### src/rtl/mgrad_pkg.sv
package mgrad_pkg;

    localparam int PIX_W    = 8;
    localparam int WIN      = 3;
    localparam int LINES    = WIN - 1;
    localparam int WIN_AREA = WIN * WIN;
    localparam int CFG_W    = 11;
    localparam int COORD_W  = 10;

    localparam logic [CFG_W-1:0]   WIDTH_RESET = 11'd1024;
    localparam logic [COORD_W-1:0] ROW_LIMIT   = 10'd1023;

    typedef logic [PIX_W-1:0]   pix_t;
    typedef pix_t [WIN_AREA-1:0] win_t;
    typedef logic [COORD_W-1:0] coord_t;

endpackage

### src/rtl/mgrad_range.sv
module mgrad_range
(
    input  mgrad_pkg::win_t win,
    output mgrad_pkg::pix_t range
);

    mgrad_pkg::pix_t hi;
    mgrad_pkg::pix_t lo;

    always_comb
    begin
        hi = win[0];
        lo = win[0];
        for (int i = 1; i < mgrad_pkg::WIN_AREA; i++)
        begin
            if (win[i] > hi)
            begin
                hi = win[i];
            end
            if (win[i] < lo)
            begin
                lo = win[i];
            end
        end
        range = hi - lo;
    end

endmodule

### config.mk
export PLATFORM = sky130hd
export DESIGN_NAME = mgrad_range
export DESIGN_NICKNAME = d
export VERILOG_FILES = /design/src/rtl/mgrad_pkg.sv /design/src/rtl/mgrad_range.sv
export SDC_FILE = /design/constraint.sdc
export NUM_CORES = 1
export LEC_CHECK = 0
export CORE_MARGIN = 3
export CORE_UTILIZATION = 60
export DETAILED_ROUTE_END_ITERATION = 6
export DONT_BUFFER_PORTS = 1
export PLACE_DENSITY = 0.75
export SYNTH_ARGS = -nofsm -noshare
export SYNTH_HDL_FRONTEND = slang
export SYNTH_SLANG_ARGS = --single-unit
### constraint.sdc
create_clock -name vclk -period 41.9
set_clock_uncertainty 0.1 [all_clocks]
set_input_delay 6.285 -clock vclk [all_inputs]
set_output_delay 6.285 -clock vclk [all_outputs]
set_load 0.01 [all_outputs]
==> flow_summary.toml, run 1 <==
[job]
cap_violations = 0

[setup_path]
start_kind = "primary input"
cp.required_ns = 35.52
arrival_ns = 24.61
crit_slowest_cell = "or4b_2"
cpPeakStageDelay_ns = 0.66
path_common_cell = "ha_1"
cp-end-kind = "primary output"
critPathMaxFanout = 13
critPathKind = "primary input to primary output"
endpoint = "range[7]"
worstSetupStartpoint = "win[1]"

[synthesis]
yosys-top-cells-count = "108 x ha_1, 71 x inv_1, 65 x o21ai_0, 60 x a21oi_1, 60 x nor2_1"
synth.yosys.seq_area_share_pct = 0
syn_nets = 872
ys_warn_count = 0
yosysMostFrequentCell = "ha_1"
yosysTopAreaCellShare_pct = 28.2
synth.area.top_cells = "ha_1 28%, mux2i_1 7.9%, o21ai_0 6.8%, a21oi_1 6.3%, inv_1 5.6%"
synth_area_um2 = 4790
avgSynthCellArea_um2 = 6.93
yosysTopAreaCell = "ha_1"
synthCells = 691
yosysUniqueCellTypes = 74

[timing]
final.min_clock_period_ns = 30.99
finalSetupViolCount = 0
setup_ws_ns = 10.91
slew_headroom_pct = 37.1
fin_crit_sh_pct = 74.0
rsz0062_at_grt = "no"
fmaxAchievable_mhz = 32.3
maxSlewViolCount = 0
final-hold-violation-count = 0
hold-worst-slack_ns = 12.81
tns_ns = 0
worstMarginPinSlew_ns = 0.944

[floorplan]
die-width_um = 95.4
row_count = 31
initial_utilization_pct = 64.0
dieHeight_um = 95.4
core-area_um2 = 7490
pin_count = 80
dieArea_um2 = 9090

[cells_and_area]
final-seq-area_um2 = 0
drive_gt1_share_pct = 4.57
multi_input_area_um2 = 4460
final.fill_count = 706
nNetsFinal = 861
syn2layout_area_growth_pct = 1.70
n_clock_buffer = 0
design.seq.count = 0
antennaDiodeCount = 0
layout.cells.non_filler = 777

[placed_design]
hpwlAfterDp_um = 11600
pre_cts_ws_ns = 11.10
portBuffers = 0
place_congestion = 0.895
dp.cells = 777

[routing]
viasPerCell = 6.35
ant_nets = 0
finalWirelength_um = 13200
drtIter0Drc = 259
detail_route.wl_per_cell_um = 17.0
drt_first_pass_iters = 5
route.vias.total = 4934
route.detailed.drc = 0

[global_route]
grt_pass1_wl_um = 21200
grt_pass1_vias = 4600
grt-ovfl-total = 0
grt_max_degree = 26
antenna_found_initial = 0
grt_usage_pct = 28.6

[min_path]
hold_class = "primary input to primary output"

[clocking]
cts_setup_buffers = 0
hold_buffers = 0
ctsResizeCount = 0

[run_status]
status = "finished clean"
## final cells by class
cell class,count,share of cell area [%]
multi-input combinational,604,91.5
inverter,71,5.47
tap,99,2.54
timing repair buffer,3,0.462
## routing by layer
layer / up-vias / global-route usage [%] / wire length (um)
met5: - / 0 / 0
met4: 0 / 5.53 / 291
met3: 22 / 3.79 / 832
met2: 149 / 50.7 / 6120
met1: 2233 / 36.8 / 5980
li1: 2530 / - / -
## cells in the final DEF, fill, tap and decap left out, types with 3 or more instances in the layout
master      n
ha_1      108
inv_1      71
o21ai_0    65
a21oi_1    60
nor2_1     60
nand2_1    54
mux2i_1    38
a21o_1     22
nand3_1    15
nand4_1    14
and3_1     13
nor2b_1    13
nand2b_1   10
mux2_2     10
nor3_1      9
o21a_1      8
o31ai_1     6
and2_1      5
o211ai_1    5
xnor2_1     5
or3_1       5
a211oi_1    5
o21ai_1     4
xor2_1      4
a211o_1     4
o32ai_1     3
a31oi_1     3
buf_4       3
## metrics by stage
step,util (%),cell area [um^2]
5_1_grt,65.1,4870
4_1_cts,65.1,4870
3_3_place_gp,65.1,4870
6_report,65.1,4870
3_5_place_dp,65.1,4870
2_1_floorplan,-,4790
## kinds of logic after synthesis
family	share of synthesized area, %
AOI/OAI and AO/OA	29.6
and+or+nand+nor	22.6
adders and majority gates	28.6
buffers and inverters	6.92
muxes	10.5
xor gates and xnor gates	1.65
## worst max-delay path, delay by kind of cell
family                   cells  cell delay (ns)
AO/OA/AOI/OAI               40             8.57
AND/OR/NAND/NOR             26             5.10
adder cells (fa/ha/maj)      9             2.65
multiplexers                 5             1.53
buffers and inverters        6             0.41
## how the worst min path moves through the flow
stage | endpoint | slack (ns) | from | depth (start not counted)
2_1_floorplan | range[0] | 12.78 | win[64] | 3
6_report | range[0] | 12.81 | win[64] | 3
5_1_grt | range[0] | 12.85 | win[64] | 3
3_5_place_dp | range[0] | 12.83 | win[64] | 3
3_3_place_gp | range[0] | 12.81 | win[64] | 3
4_1_cts | range[0] | 12.82 | win[64] | 3
Power of run 1 is left out: the tool's default activity adds up to more than one toggle a clock period on the data nets, which glitch-free logic cannot reach.
==> run 2: changes to the inputs <==
==> constraint.sdc (replaced) <==
create_clock -name vclk -period 30.8
set_clock_uncertainty 0.1 [all_clocks]
set_input_delay 4.62 -clock vclk [all_inputs]
set_output_delay 4.62 -clock vclk [all_outputs]
set_load 0.01 [all_outputs]
==> flow_summary.toml, run 2 (synthesized netlist as in run 1, its figures left out) <==
[routing]
route.detailed.drc = 0
drt_first_pass_iters = 5
detail_route.wl_per_cell_um = 17.4
drtIter0Drc = 259
viasPerCell = 6.43
ant_nets = 0
route.vias.total = 4994
finalWirelength_um = 13500

[timing]
final.min_clock_period_ns = 27.53
tns_ns = 0
slew_headroom_pct = 38.5
worstMarginPinSlew_ns = 0.922
rsz0062_at_grt = "no"
fmaxAchievable_mhz = 36.3
fin_crit_sh_pct = 89.4
maxSlewViolCount = 0
final-hold-violation-count = 0
finalSetupViolCount = 0

[setup_path]
crit_slowest_cell = "or4b_2"
cpPeakStageDelay_ns = 0.66
critPathMaxFanout = 13
cp-end-kind = "primary output"
critPathKind = "primary input to primary output"
start_kind = "primary input"
arrival_ns = 22.81
cp.required_ns = 26.08

[global_route]
grt_pass1_wl_um = 22000
grt_pass1_vias = 4805
grt_usage_pct = 29.4
grt_max_degree = 26
antenna_found_initial = 0
grt-ovfl-total = 0

[cells_and_area]
nNetsFinal = 861
final.fill_count = 734
layout_common_cells = "108 x ha_1, 71 x inv_1, 65 x o21ai_0, 60 x a21oi_1, 60 x nor2_1"
drive_gt1_share_pct = 4.57
final-seq-area_um2 = 0
syn2layout_area_growth_pct = 1.70
antennaDiodeCount = 0
n_clock_buffer = 0
layout_commonest_cell = "ha_1"
design.seq.count = 0

[floorplan]
dieArea_um2 = 9090
dieHeight_um = 95.4
core-area_um2 = 7490
initial_utilization_pct = 64.0
row_count = 31
pin_count = 80
die-width_um = 95.4

[clocking]
cts_setup_buffers = 0
hold_buffers = 0
ctsResizeCount = 0

[job]
cap_violations = 0

[placed_design]
place_congestion = 0.910
hpwlAfterDp_um = 11900
portBuffers = 0

[min_path]
hold_class = "primary input to primary output"

[run_status]
status = "finished clean"
run 2: path summary, 6_finish.rpt:
path                  cells after the start  startpoint  endpoint
worst max-delay path                     87      win[7]  range[7]
worst min-delay path                      3     win[64]  range[0]
run 2: worst max-delay path: cells and delay by family:
family | cells | cell delay [ns]
muxes | 5 | 1.56
adders and majority gates | 9 | 2.66
AOI/OAI and AO/OA | 44 | 8.82
buffers and inverters | 6 | 0.39
and+or+nand+nor | 23 | 4.73
run 2: layout make-up:
| cell class | instances | area, um^2 | share of cell area (%) |
|---|---|---|---|
| repair buffers | 3 | 22.5 | 0.462 |
| well taps | 99 | 124 | 2.54 |
| multi-input cells | 604 | 4460 | 91.5 |
| inverters | 71 | 267 | 5.47 |
run 2: metal layers:
layer	vias to the layer above	wire (um)	track usage, %
li1	2528	-	-
met1	2273	6030	37.8
met2	163	6220	51.2
met3	30	867	3.63
met4	0	415	8.41
met5	-	0	0
run 2: per-stage QoR:
stage | instance area (um^2) | worst slack (ns) | hold slack (ns) | cells | utilization [%]
2_1_floorplan | 4790 | 5.14 | 9.45 | 691 | -
3_3_place_gp | 4870 | 3.97 | 9.48 | 777 | 65.1
3_5_place_dp | 4870 | 3.46 | 9.50 | 777 | 65.1
4_1_cts | 4870 | 3.44 | 9.49 | 777 | 65.1
5_1_grt | 4870 | 1.63 | 9.51 | 777 | 65.1
6_report | 4870 | 3.27 | 9.49 | 777 | 65.1
Power of run 2 is left out for the same reason.
